`src/rtl/sip_pkg.sv`:
```
// ----------------------------------------------------------------------------
// sip_pkg: splice insert parser package
// Field codes, parse phases and the result record shared by the parser files.
// ----------------------------------------------------------------------------
`default_nettype none

package sip_pkg;

  localparam int MAX_COMPONENTS_DEF = 32;
  localparam int RESULT_SLOTS       = 4;

  typedef enum logic [4:0] {
    FC_EVENT_ID       = 5'd0,
    FC_CANCEL         = 5'd1,
    FC_OUT_OF_NETWORK = 5'd2,
    FC_PROGRAM_SPLICE = 5'd3,
    FC_DURATION_FLAG  = 5'd4,
    FC_IMMEDIATE      = 5'd5,
    FC_TIME_FLAG      = 5'd6,
    FC_PTS            = 5'd7,
    FC_COMP_COUNT     = 5'd8,
    FC_COMP_TAG       = 5'd9,
    FC_COMP_TIME_FLAG = 5'd10,
    FC_COMP_PTS       = 5'd11,
    FC_AUTO_RETURN    = 5'd12,
    FC_BREAK_DURATION = 5'd13,
    FC_PROGRAM_ID     = 5'd14,
    FC_AVAIL_NUM      = 5'd15,
    FC_AVAILS_EXP     = 5'd16
  } field_code_t;

  typedef enum logic [11:0] {
    PH_IDLE   = 12'b0000_0000_0001,
    PH_EVID   = 12'b0000_0000_0010,
    PH_CANCEL = 12'b0000_0000_0100,
    PH_FLAGS  = 12'b0000_0000_1000,
    PH_PTIME  = 12'b0000_0001_0000,
    PH_CCOUNT = 12'b0000_0010_0000,
    PH_CTAG   = 12'b0000_0100_0000,
    PH_CTIME  = 12'b0000_1000_0000,
    PH_BREAK  = 12'b0001_0000_0000,
    PH_PROGID = 12'b0010_0000_0000,
    PH_AVNUM  = 12'b0100_0000_0000,
    PH_AVEXP  = 12'b1000_0000_0000
  } phase_t;

  typedef struct packed {
    field_code_t  code;
    logic [32:0]  value;
    logic [7:0]   index;
    logic [11:0]  offset;
    logic [10:0]  used;
    logic         last;
  } result_t;

  function automatic result_t mk_result(field_code_t code, logic [32:0] value,
                                        logic [7:0] index, logic [11:0] offset);
    result_t r;
    r.code   = code;
    r.value  = value;
    r.index  = index;
    r.offset = offset;
    r.used   = '0;
    r.last   = 1'b0;
    return r;
  endfunction

endpackage

`default_nettype wire

```
`src/rtl/sip_in_if.sv`:
```
// ----------------------------------------------------------------------------
// sip_in_if: command byte channel
// Valid/ready channel carrying one command byte with its start mark and offset.
// ----------------------------------------------------------------------------
`default_nettype none

interface sip_in_if;
  logic        valid;
  logic        ready;
  logic [7:0]  data_byte;
  logic        start_req;
  logic [11:0] byte_position;

  modport source (output valid, data_byte, start_req, byte_position, input ready);
  modport sink   (input valid, data_byte, start_req, byte_position, output ready);
endinterface

`default_nettype wire

```
`src/rtl/sip_out_if.sv`:
```
// ----------------------------------------------------------------------------
// sip_out_if: decoded field channel
// Valid/ready channel carrying one decoded splice insert field.
// ----------------------------------------------------------------------------
`default_nettype none

interface sip_out_if;
  logic        valid;
  logic        ready;
  logic [4:0]  field_code;
  logic [32:0] field_value;
  logic [7:0]  component_index;
  logic [11:0] time_byte_offset;
  logic [10:0] bytes_used;
  logic        last;

  modport source (output valid, field_code, field_value, component_index,
                  time_byte_offset, bytes_used, last, input ready);
  modport sink   (input valid, field_code, field_value, component_index,
                  time_byte_offset, bytes_used, last, output ready);
endinterface

`default_nettype wire

```
`src/rtl/splice_insert_parser.sv`:
```
// Flow: an accepted byte is held in the input register, then decoded into the
// result bank, from which the fields are offered in order.
// Throughput: 1 byte per cycle while the result bank empties in time; a byte
// giving several fields holds the input while the 4-entry result bank drains one
// field per cycle while field.ready is high (the flags byte gives four).
// Reset: synchronous, active high; parser returns to idle, all banks empty.
// ----------------------------------------------------------------------------
// splice_insert_parser: splice insert command decoder
// Byte-serial parse of a splice insert command into coded field items.
// ----------------------------------------------------------------------------
`default_nettype none

module splice_insert_parser #(
  parameter int MAX_COMPONENTS = sip_pkg::MAX_COMPONENTS_DEF
) (
  input  wire logic  clk,
  input  wire logic  rst,
  sip_in_if.sink     cmd,
  sip_out_if.source  field
);
  import sip_pkg::*;

  localparam int FLG_IMM  = 0;
  localparam int FLG_DUR  = 1;
  localparam int FLG_PROG = 2;
  localparam logic [10:0] USED_MAX = 11'h7ff;

  // input register
  logic        in_valid;
  logic [7:0]  in_byte;
  logic        in_start;
  logic [11:0] in_pos;

  // parser state
  phase_t      phase;
  logic [2:0]  byte_in_field;
  logic [32:0] accumulator;
  logic [3:0]  command_flags;
  logic [7:0]  components_left;
  logic [7:0]  component_number;
  logic [10:0] consumed_count;
  logic [11:0] time_offset;

  phase_t      phase_next;
  logic [2:0]  byte_in_field_next;
  logic [32:0] accumulator_next;
  logic [3:0]  command_flags_next;
  logic [7:0]  components_left_next;
  logic [7:0]  component_number_next;
  logic [10:0] consumed_count_next;
  logic [11:0] time_offset_next;

  // current view after a start byte
  phase_t      ph_cur;
  logic [2:0]  bif_cur;
  logic [32:0] acc_cur;
  logic [3:0]  flags_cur;
  logic [7:0]  left_cur;
  logic [7:0]  num_cur;
  logic [10:0] used_cur;
  logic [11:0] toff_cur;

  logic [32:0] acc_sh;
  logic [7:0]  num_inc;
  logic [7:0]  left_dec;
  phase_t      after_ph;
  phase_t      done_ph;
  logic        rep;
  logic        comp;
  logic [7:0]  idx;
  logic [3:0]  new_flags;
  logic        run;

  // result bank
  result_t     res [RESULT_SLOTS];
  result_t     res_new [RESULT_SLOTS];
  logic [2:0]  cnt;
  logic [2:0]  cnt_new;
  logic [1:0]  head;

  logic        advance;
  logic        out_fire;
  logic        bank_free;

  assign out_fire  = field.valid && field.ready;
  assign bank_free = (cnt == 3'd0) || (out_fire && ({1'b0, head} + 3'd1 == cnt));
  assign advance   = in_valid && bank_free;
  assign cmd.ready = !in_valid || advance;

  always_ff @(posedge clk) begin
    if (rst) begin
      in_valid <= 1'b0;
    end else if (cmd.valid && cmd.ready) begin
      in_valid <= 1'b1;
    end else if (advance) begin
      in_valid <= 1'b0;
    end
  end

  always_ff @(posedge clk) begin
    if (cmd.valid && cmd.ready) begin
      in_byte  <= cmd.data_byte;
      in_start <= cmd.start_req;
      in_pos   <= cmd.byte_position;
    end
  end

  always_comb begin
    ph_cur    = in_start ? PH_EVID : phase;
    bif_cur   = in_start ? 3'd0 : byte_in_field;
    acc_cur   = in_start ? 33'd0 : accumulator;
    flags_cur = in_start ? 4'd0 : command_flags;
    left_cur  = in_start ? 8'd0 : components_left;
    num_cur   = in_start ? 8'd0 : component_number;
    used_cur  = in_start ? 11'd0 : consumed_count;
    toff_cur  = in_start ? 12'd0 : time_offset;
    run       = in_start || (phase != PH_IDLE);

    acc_sh    = {acc_cur[24:0], in_byte};
    num_inc   = (num_cur != 8'hff) ? num_cur + 8'd1 : num_cur;
    left_dec  = (left_cur != 8'd0) ? left_cur - 8'd1 : 8'd0;
    after_ph  = flags_cur[FLG_DUR] ? PH_BREAK : PH_PROGID;
    done_ph   = (left_dec == 8'd0) ? after_ph : PH_CTAG;
    rep       = ({1'b0, num_cur} < 9'(MAX_COMPONENTS));
    comp      = (ph_cur == PH_CTIME);
    idx       = comp ? num_cur : 8'd0;
    new_flags = in_byte[7:4];

    phase_next            = phase;
    byte_in_field_next    = byte_in_field;
    accumulator_next      = accumulator;
    command_flags_next    = command_flags;
    components_left_next  = components_left;
    component_number_next = component_number;
    consumed_count_next   = consumed_count;
    time_offset_next      = time_offset;
    cnt_new               = 3'd0;
    for (int i = 0; i < RESULT_SLOTS; i++) res_new[i] = '0;

    if (run) begin
      phase_next            = ph_cur;
      byte_in_field_next    = bif_cur;
      accumulator_next      = acc_cur;
      command_flags_next    = flags_cur;
      components_left_next  = left_cur;
      component_number_next = num_cur;
      time_offset_next      = toff_cur;
      consumed_count_next   = (used_cur != USED_MAX) ? used_cur + 11'd1 : used_cur;

      unique case (ph_cur)
        PH_EVID: begin
          accumulator_next   = acc_sh;
          byte_in_field_next = bif_cur + 3'd1;
          if (bif_cur + 3'd1 >= 3'd4) begin
            res_new[0] = mk_result(FC_EVENT_ID, {1'b0, acc_sh[31:0]}, 8'd0, 12'd0);
            cnt_new            = 3'd1;
            phase_next         = PH_CANCEL;
            byte_in_field_next = 3'd0;
            accumulator_next   = '0;
          end
        end
        PH_CANCEL: begin
          res_new[0] = mk_result(FC_CANCEL, {32'd0, in_byte[7]}, 8'd0, 12'd0);
          cnt_new            = 3'd1;
          phase_next         = in_byte[7] ? PH_PROGID : PH_FLAGS;
          byte_in_field_next = 3'd0;
          accumulator_next   = '0;
        end
        PH_FLAGS: begin
          command_flags_next = new_flags;
          res_new[0] = mk_result(FC_OUT_OF_NETWORK, {32'd0, in_byte[7]}, 8'd0, 12'd0);
          res_new[1] = mk_result(FC_PROGRAM_SPLICE, {32'd0, in_byte[6]}, 8'd0, 12'd0);
          res_new[2] = mk_result(FC_DURATION_FLAG, {32'd0, in_byte[5]}, 8'd0, 12'd0);
          res_new[3] = mk_result(FC_IMMEDIATE, {32'd0, in_byte[4]}, 8'd0, 12'd0);
          cnt_new            = 3'd4;
          byte_in_field_next = 3'd0;
          accumulator_next   = '0;
          if (new_flags[FLG_PROG] && !new_flags[FLG_IMM]) begin
            phase_next = PH_PTIME;
          end else if (!new_flags[FLG_PROG]) begin
            phase_next = PH_CCOUNT;
          end else begin
            phase_next = new_flags[FLG_DUR] ? PH_BREAK : PH_PROGID;
          end
        end
        PH_PTIME, PH_CTIME: begin
          if (bif_cur == 3'd0) begin
            time_offset_next = in_pos;
            if (!comp || rep) begin
              res_new[0] = mk_result(comp ? FC_COMP_TIME_FLAG : FC_TIME_FLAG,
                                     {32'd0, in_byte[7]}, idx, in_pos);
              cnt_new = 3'd1;
            end
            if (in_byte[7]) begin
              accumulator_next   = {32'd0, in_byte[0]};
              byte_in_field_next = 3'd1;
            end else begin
              byte_in_field_next = 3'd0;
              accumulator_next   = '0;
              if (comp) begin
                component_number_next = num_inc;
                components_left_next  = left_dec;
                phase_next            = done_ph;
              end else begin
                phase_next = after_ph;
              end
            end
          end else begin
            accumulator_next   = acc_sh;
            byte_in_field_next = bif_cur + 3'd1;
            if (bif_cur + 3'd1 >= 3'd5) begin
              if (!comp || rep) begin
                res_new[0] = mk_result(comp ? FC_COMP_PTS : FC_PTS, acc_sh, idx, toff_cur);
                cnt_new = 3'd1;
              end
              byte_in_field_next = 3'd0;
              accumulator_next   = '0;
              if (comp) begin
                component_number_next = num_inc;
                components_left_next  = left_dec;
                phase_next            = done_ph;
              end else begin
                phase_next = after_ph;
              end
            end
          end
        end
        PH_CCOUNT: begin
          res_new[0] = mk_result(FC_COMP_COUNT, {25'd0, in_byte}, 8'd0, 12'd0);
          cnt_new               = 3'd1;
          components_left_next  = in_byte;
          component_number_next = 8'd0;
          if (in_byte == 8'd0) begin
            phase_next         = after_ph;
            byte_in_field_next = 3'd0;
            accumulator_next   = '0;
          end else begin
            phase_next = PH_CTAG;
          end
        end
        PH_CTAG: begin
          if (rep) begin
            res_new[0] = mk_result(FC_COMP_TAG, {25'd0, in_byte}, num_cur, 12'd0);
            cnt_new = 3'd1;
          end
          byte_in_field_next = 3'd0;
          accumulator_next   = '0;
          if (!flags_cur[FLG_IMM]) begin
            phase_next = PH_CTIME;
          end else begin
            component_number_next = num_inc;
            components_left_next  = left_dec;
            phase_next            = done_ph;
          end
        end
        PH_BREAK: begin
          if (bif_cur == 3'd0) begin
            res_new[0] = mk_result(FC_AUTO_RETURN, {32'd0, in_byte[7]}, 8'd0, 12'd0);
            cnt_new            = 3'd1;
            accumulator_next   = {32'd0, in_byte[0]};
            byte_in_field_next = 3'd1;
          end else begin
            accumulator_next   = acc_sh;
            byte_in_field_next = bif_cur + 3'd1;
            if (bif_cur + 3'd1 >= 3'd5) begin
              res_new[0] = mk_result(FC_BREAK_DURATION, acc_sh, 8'd0, 12'd0);
              cnt_new            = 3'd1;
              phase_next         = PH_PROGID;
              byte_in_field_next = 3'd0;
              accumulator_next   = '0;
            end
          end
        end
        PH_PROGID: begin
          accumulator_next   = {17'd0, acc_cur[7:0], in_byte};
          byte_in_field_next = bif_cur + 3'd1;
          if (bif_cur + 3'd1 >= 3'd2) begin
            res_new[0] = mk_result(FC_PROGRAM_ID, {17'd0, acc_cur[7:0], in_byte},
                                   8'd0, 12'd0);
            cnt_new            = 3'd1;
            phase_next         = PH_AVNUM;
            byte_in_field_next = 3'd0;
            accumulator_next   = '0;
          end
        end
        PH_AVNUM: begin
          res_new[0] = mk_result(FC_AVAIL_NUM, {25'd0, in_byte}, 8'd0, 12'd0);
          cnt_new    = 3'd1;
          phase_next = PH_AVEXP;
        end
        PH_AVEXP: begin
          res_new[0] = mk_result(FC_AVAILS_EXP, {25'd0, in_byte}, 8'd0, 12'd0);
          res_new[0].used = consumed_count_next;
          res_new[0].last = 1'b1;
          cnt_new    = 3'd1;
          phase_next = PH_IDLE;
        end
        default: begin
          phase_next = PH_IDLE;
        end
      endcase
    end
  end

  always_ff @(posedge clk) begin
    if (rst) begin
      phase            <= PH_IDLE;
      byte_in_field    <= '0;
      accumulator      <= '0;
      command_flags    <= '0;
      components_left  <= '0;
      component_number <= '0;
      consumed_count   <= '0;
      time_offset      <= '0;
    end else if (advance) begin
      phase            <= phase_next;
      byte_in_field    <= byte_in_field_next;
      accumulator      <= accumulator_next;
      command_flags    <= command_flags_next;
      components_left  <= components_left_next;
      component_number <= component_number_next;
      consumed_count   <= consumed_count_next;
      time_offset      <= time_offset_next;
    end
  end

  always_ff @(posedge clk) begin
    if (rst) begin
      cnt  <= '0;
      head <= '0;
    end else if (advance) begin
      cnt  <= cnt_new;
      head <= '0;
    end else if (out_fire) begin
      if ({1'b0, head} + 3'd1 == cnt) begin
        cnt  <= '0;
        head <= '0;
      end else begin
        head <= head + 2'd1;
      end
    end
  end

  always_ff @(posedge clk) begin
    if (advance) begin
      for (int i = 0; i < RESULT_SLOTS; i++) res[i] <= res_new[i];
    end
  end

  assign field.valid            = (cnt != 3'd0);
  assign field.field_code       = res[head].code;
  assign field.field_value      = res[head].value;
  assign field.component_index  = res[head].index;
  assign field.time_byte_offset = res[head].offset;
  assign field.bytes_used       = res[head].used;
  assign field.last             = res[head].last;

`ifndef SYNTH
  a_head_in_bank: assert property (@(posedge clk) disable iff (rst)
    cnt != 3'd0 |-> ({1'b0, head} < cnt) && (cnt <= 3'd4))
    else $error("result bank head beyond fill");

  a_stall_has_work: assert property (@(posedge clk) disable iff (rst)
    !cmd.ready |-> field.valid)
    else $error("input stalled with empty result bank");

  a_flags_four: assert property (@(posedge clk) disable iff (rst)
    advance && !in_start && phase == PH_FLAGS |=> cnt == 3'd4 && head == 2'd0)
    else $error("flags byte did not give four fields");

  a_last_code: assert property (@(posedge clk) disable iff (rst)
    field.valid && field.last |-> field.field_code == FC_AVAILS_EXP)
    else $error("last mark on wrong field");

  a_end_idle: assert property (@(posedge clk) disable iff (rst)
    advance && !in_start && phase == PH_AVEXP |=> phase == PH_IDLE)
    else $error("parser not idle after command end");
`endif

endmodule

`default_nettype wire
```
`src/flat_wrapper.sv`:
```
// flat-port wrapper written by rule: the top's interface ports become plain ports
module splice_insert_parser_flat import sip_pkg::*;
#(
  parameter int MAX_COMPONENTS = sip_pkg::MAX_COMPONENTS_DEF
)
  (clk, rst, cmd_valid, cmd_data_byte, cmd_start_req, cmd_byte_position, cmd_ready, field_valid, field_field_code, field_field_value, field_component_index, field_time_byte_offset, field_bytes_used, field_last, field_ready);
  sip_in_if cmd_i ();
  sip_out_if field_i ();
  input  wire logic clk;
  input  wire logic rst;
  input wire logic [$bits(cmd_i.valid)-1:0] cmd_valid;
  input wire logic [$bits(cmd_i.data_byte)-1:0] cmd_data_byte;
  input wire logic [$bits(cmd_i.start_req)-1:0] cmd_start_req;
  input wire logic [$bits(cmd_i.byte_position)-1:0] cmd_byte_position;
  output wire logic [$bits(cmd_i.ready)-1:0] cmd_ready;
  output wire logic [$bits(field_i.valid)-1:0] field_valid;
  output wire logic [$bits(field_i.field_code)-1:0] field_field_code;
  output wire logic [$bits(field_i.field_value)-1:0] field_field_value;
  output wire logic [$bits(field_i.component_index)-1:0] field_component_index;
  output wire logic [$bits(field_i.time_byte_offset)-1:0] field_time_byte_offset;
  output wire logic [$bits(field_i.bytes_used)-1:0] field_bytes_used;
  output wire logic [$bits(field_i.last)-1:0] field_last;
  input wire logic [$bits(field_i.ready)-1:0] field_ready;
  assign cmd_i.valid = cmd_valid;
  assign cmd_i.data_byte = cmd_data_byte;
  assign cmd_i.start_req = cmd_start_req;
  assign cmd_i.byte_position = cmd_byte_position;
  assign cmd_ready = cmd_i.ready;
  assign field_valid = field_i.valid;
  assign field_field_code = field_i.field_code;
  assign field_field_value = field_i.field_value;
  assign field_component_index = field_i.component_index;
  assign field_time_byte_offset = field_i.time_byte_offset;
  assign field_bytes_used = field_i.bytes_used;
  assign field_last = field_i.last;
  assign field_i.ready = field_ready;
  splice_insert_parser #(.MAX_COMPONENTS(MAX_COMPONENTS)) u_core (.clk(clk), .rst(rst), .cmd(cmd_i), .field(field_i));
endmodule
```
`config.mk`:
```
export PLATFORM = sky130hd
export DESIGN_NAME = splice_insert_parser_flat
export DESIGN_NICKNAME = d
export VERILOG_FILES = /design/src/rtl/sip_pkg.sv /design/src/rtl/sip_in_if.sv /design/src/rtl/sip_out_if.sv /design/src/rtl/splice_insert_parser.sv /design/src/flat_wrapper.sv
export SDC_FILE = /design/constraint.sdc
export NUM_CORES = 1
export LEC_CHECK = 0
export ABC_AREA = 0
export BUFFER_PORTS_ARGS = -buffer_cell sky130_fd_sc_hd__buf_2
export CAP_MARGIN = 20
export CORE_AREA = 2 2 169 171
export DETAILED_ROUTE_END_ITERATION = 8
export DIE_AREA = 0 0 171 173
export SYNTH_ARGS = -nofsm -noshare
export SYNTH_HDL_FRONTEND = slang
export SYNTH_SLANG_ARGS = --single-unit
```
`constraint.sdc`:
```
create_clock -name clk -period 4.6 [get_ports clk]
set_input_delay 0.69 -clock clk [delete_from_list [all_inputs] [get_ports clk]]
set_output_delay 0.69 -clock clk [all_outputs]
set_load 0.005 [all_outputs]
```
==> results list <==
- In the final timing run, aggregate negative setup slack is 0 ns.
- After layout, the worst path uses 69.4% of the clock period.
- Net switching component of the power: 0.000833 W
* Relative max-transition margin: 30.4%
- Sequential elements use 48.0% of the synthesized area.
- Crit path launch type: flip-flop
- Number of non-filler instances in the completed layout: 1437
- Type of the most critical hold path: primary input to flip-flop
- Once the floorplan was initialized, standard cells occupied 34.6% of the core.
* Post-synthesis async set-or-reset flop share: 0%
- Number of buffers added to fix hold violations after cts: 0
- Cell area after layout: 0.0110 mm²
- Per report_power, the clock group accounts for 41.9% of the total.
* Final hold vios: 0
- Max-cap violations in this run came to 0.
- Number of primary I/O pins: 97
- Mapped Avg Cell Area: 9.84 µm²
* Reported leakage power: 3.92 nW
* Buffers from clock root to sink, at most: 2
* Peak supply drop: 0.000244 V
* Setup violations, final: 0
- Cells after Synth: 971
* Clock Skew: 0.0122 ns
- Counting tap cells, the placed design contains a total of 1402 instances.
- After detailed placement, the total cell area comes to 0.0103 mm².
* Area growth, synth to finish: 14.8%
* Total clock buffers created by CTS: 17
* Part of the power in combinational logic: 6.8%
- Number of nets with antenna violations after detailed routing: 0
- The clock net in this run drives a total of 182 sinks.
- Total count of max-transition violations in the final report: 0
- Routability-driven placement finished with a final weighted congestion of 0.940.
- Worst setup EP type: flip-flop
- For this run, the top clock speed supported by timing is 313 MHz.
- The internal power of the cells totals 0.00263 W.
- The first global-routing pass estimated 42.3 mm of wire.
- Number of I/O port buffers: 96
* Number of synthesis warnings: 0
- The die is 173 µm tall.
- For this run, the leading register cell type out of synthesis is edfxtp_1.
* X dimension of the die: 171 µm
- Row Count: 61
- TritonCTS built the clock tree.
- After synthesis the cells add up to 0.00955 mm².
- The final layout contains routed wiring with a total length of 26.7 mm.
- Average via count per standard cell: 5.54
- The repair_antennas step left the layout with diodes totalling 0.
- Clock-pin slew was measured on the worst setup and hold paths at 0.07 ns.
- Most common library cell in the layout ignoring fill and taps: and2_1
- Overall power consumption after layout is estimated at 0.00346 W.
- The wire-length estimate of the detail-placed layout is 18.7 mm.
- Via count of the first global-routing pass: 7437
- Crit path time final: 3.19 ns
- Filler cells: 2780
- Of the cells placed in the final design, the portion with a size suffix greater than 1 is 16.7%.
- Post-layout utilization of the core: 39.7%
- Violation count after the first detailed-route iteration: 828
- The share of total power dissipated in sequential elements is 51.2%.
- Post-route DRC: 0
* Transition time at the pin with the least slew margin: 1.03 ns
- Total routing resource utilization after global routing: 18.2%
- Dividing the detail-routed wire length by the instance count gives 18.6 µm.
- The number of antenna violations at the first check in global routing is 0.
- The worst setup path is of the flip-flop to flip-flop kind.
- STA puts the critical path data required time at 4.90 ns.
- Once the clock tree was built, the setup fixing pass inserted 0 buffers.
* Clk root buf: clkbuf_16
- For the worst setup path, the data arrival time is 3.49 ns.
- Drt pass-1 iters: 5
* Number of distinct library cells after synthesis: 93
- Vias after detailed routing: 7961
- Yosys mapped a number of flops with a built-in enable equal to 94.
- Clock latency on the worst-skew pair, taken at its later pin, is 0.43 ns.
- Setup repair after global routing left no endpoint under its margin.
- H-tree levels: 4
* Largest net degree at the start of global routing: 68
- Net count reported at finish: 1078
- PostCTS Resize Cnt: 0
- Area of the placeable core: 0.0276 mm²
- Power per Cell Area: 316 mW/mm²
* Die Outline Area: 0.0296 mm²
- In this run switching power makes up 24.0% of total power.
* Result of the run: finished clean
- Seq cells post-synth: 182
* Top library cells by usage in the layout, fill and taps aside: and2_1 (115), buf_2 (96), edfxtp_1 (94), dfxtp_1 (88), nor2_1 (77)
- For this run the aggregate overflow at the end of global routing stands at 0.
* Maximum fanout count along the critical path: 61
## registers in the layout, indices dropped and copies added, names as in the netlist, 3 cells and up, named ones only
signal,cells
u_core.in_pos,12
u_core.in_byte,8
u_core.accumulator,25
u_core.byte_in_field,3
u_core.component_number,8
u_core.components_left,8
u_core.res,73
u_core.consumed_count,11
u_core.phase,12
u_core.time_offset,12
## area by class of cell
type	count	area [µm²]	share of cell area, %
clock buffers	19	433	3.95
clock inverters	13	144	1.31
inverters	24	91.3	0.833
multi-input cells	710	4620	42.1
flip-flops and latches	182	4580	41.8
well taps	378	473	4.31
repair buffers	111	626	5.70
## critical path, cell delays in order, from the launching register on
cell      delay (ns)
edfxtp_1        0.44
buf_12          0.24
nand2b_1        0.39
o311ai_1        0.87
o21ai_2         0.29
a31oi_1         0.58
and2_1          0.23
## through the flow
stage / hold slack [ns] / worst slack [ns]
after floorplan: 0.440 / 1.19
after global routing: 0.404 / 1.18
after detailed placement: 0.461 / 1.45
final: 0.427 / 1.41
after CTS: 0.405 / 1.43
after global placement: 0.455 / 1.47
## final timing paths
check / cells after the start / end / slack, ns / from
hold / removal: 1 / u_core.in_pos[8]$_DFFE_PP_ / 0.43 / cmd_byte_position[8]
hold reg to reg: 1 / u_core.accumulator[21]$_SDFFE_PP0P_ / 0.47 / u_core.accumulator[21]$_SDFFE_PP0P_
setup reg to reg: 6 / u_core.res[0][40]$_SDFFCE_PN0P_ / 1.41 / u_core.in_start$_DFFE_PP_
setup / recovery: 6 / u_core.res[0][40]$_SDFFCE_PN0P_ / 1.41 / u_core.in_start$_DFFE_PP_
## logic make-up (layout without fill, tap and decap cells)
group           after synthesis  count (layout)  synth area share [%]
buf+inv                      81             167                  3.88
mux                           7               7                 0.878
xor+xnor                     15              15                  1.45
fa+ha+maj                     7               7                 0.917
other cells                   1               3                0.0393
flops                       182             182                  48.0
simple gates                422             422                  25.0
compound gates              256             256                  19.8
## synth_stat cells, drive strengths merged, types with 8 or more instances
cell type  count  share of area (%)
nand3         30                1.6
clkbuf        29                1.2
and2         115                7.5
nor4          15                1.6
and3          13               0.85
nand2         63                2.6
xnor2          8               0.81
nor2          79                3.1
a22o          31                2.8
or4            9               0.71
a22oi         28                2.2
nor2b         16                1.0
inv           23               0.90
a21oi         61                3.4
buf           28                1.7
nand4         12               0.79
edfxtp        94                 30
dfxtp         88                 18
nor3          26                1.4
o21ai         40                2.2
## power groups by stage
stage	Clock, W	Combinational, W	Sequential, W
2_1_floorplan	0	0.000154	0.00179
3_3_place_gp	0	0.000231	0.00181
3_5_place_dp	0	0.000233	0.00181
4_1_cts	0.00149	0.000233	0.00177
5_1_grt	0.00155	0.000257	0.00178
6_report	0.00145	0.000237	0.00178
## layer usage
layer	wire length (µm)	up-vias	part of all wire (%)	track usage (%)
met5	0	-	0	0
met4	509	0	1.9	5.72
met3	1700	44	6.4	3.27
met2	12000	296	45	27.7
met1	12500	3843	47	26.0
li1	-	3778	-	-
Note: power is estimated with default switching activity, not from simulation.
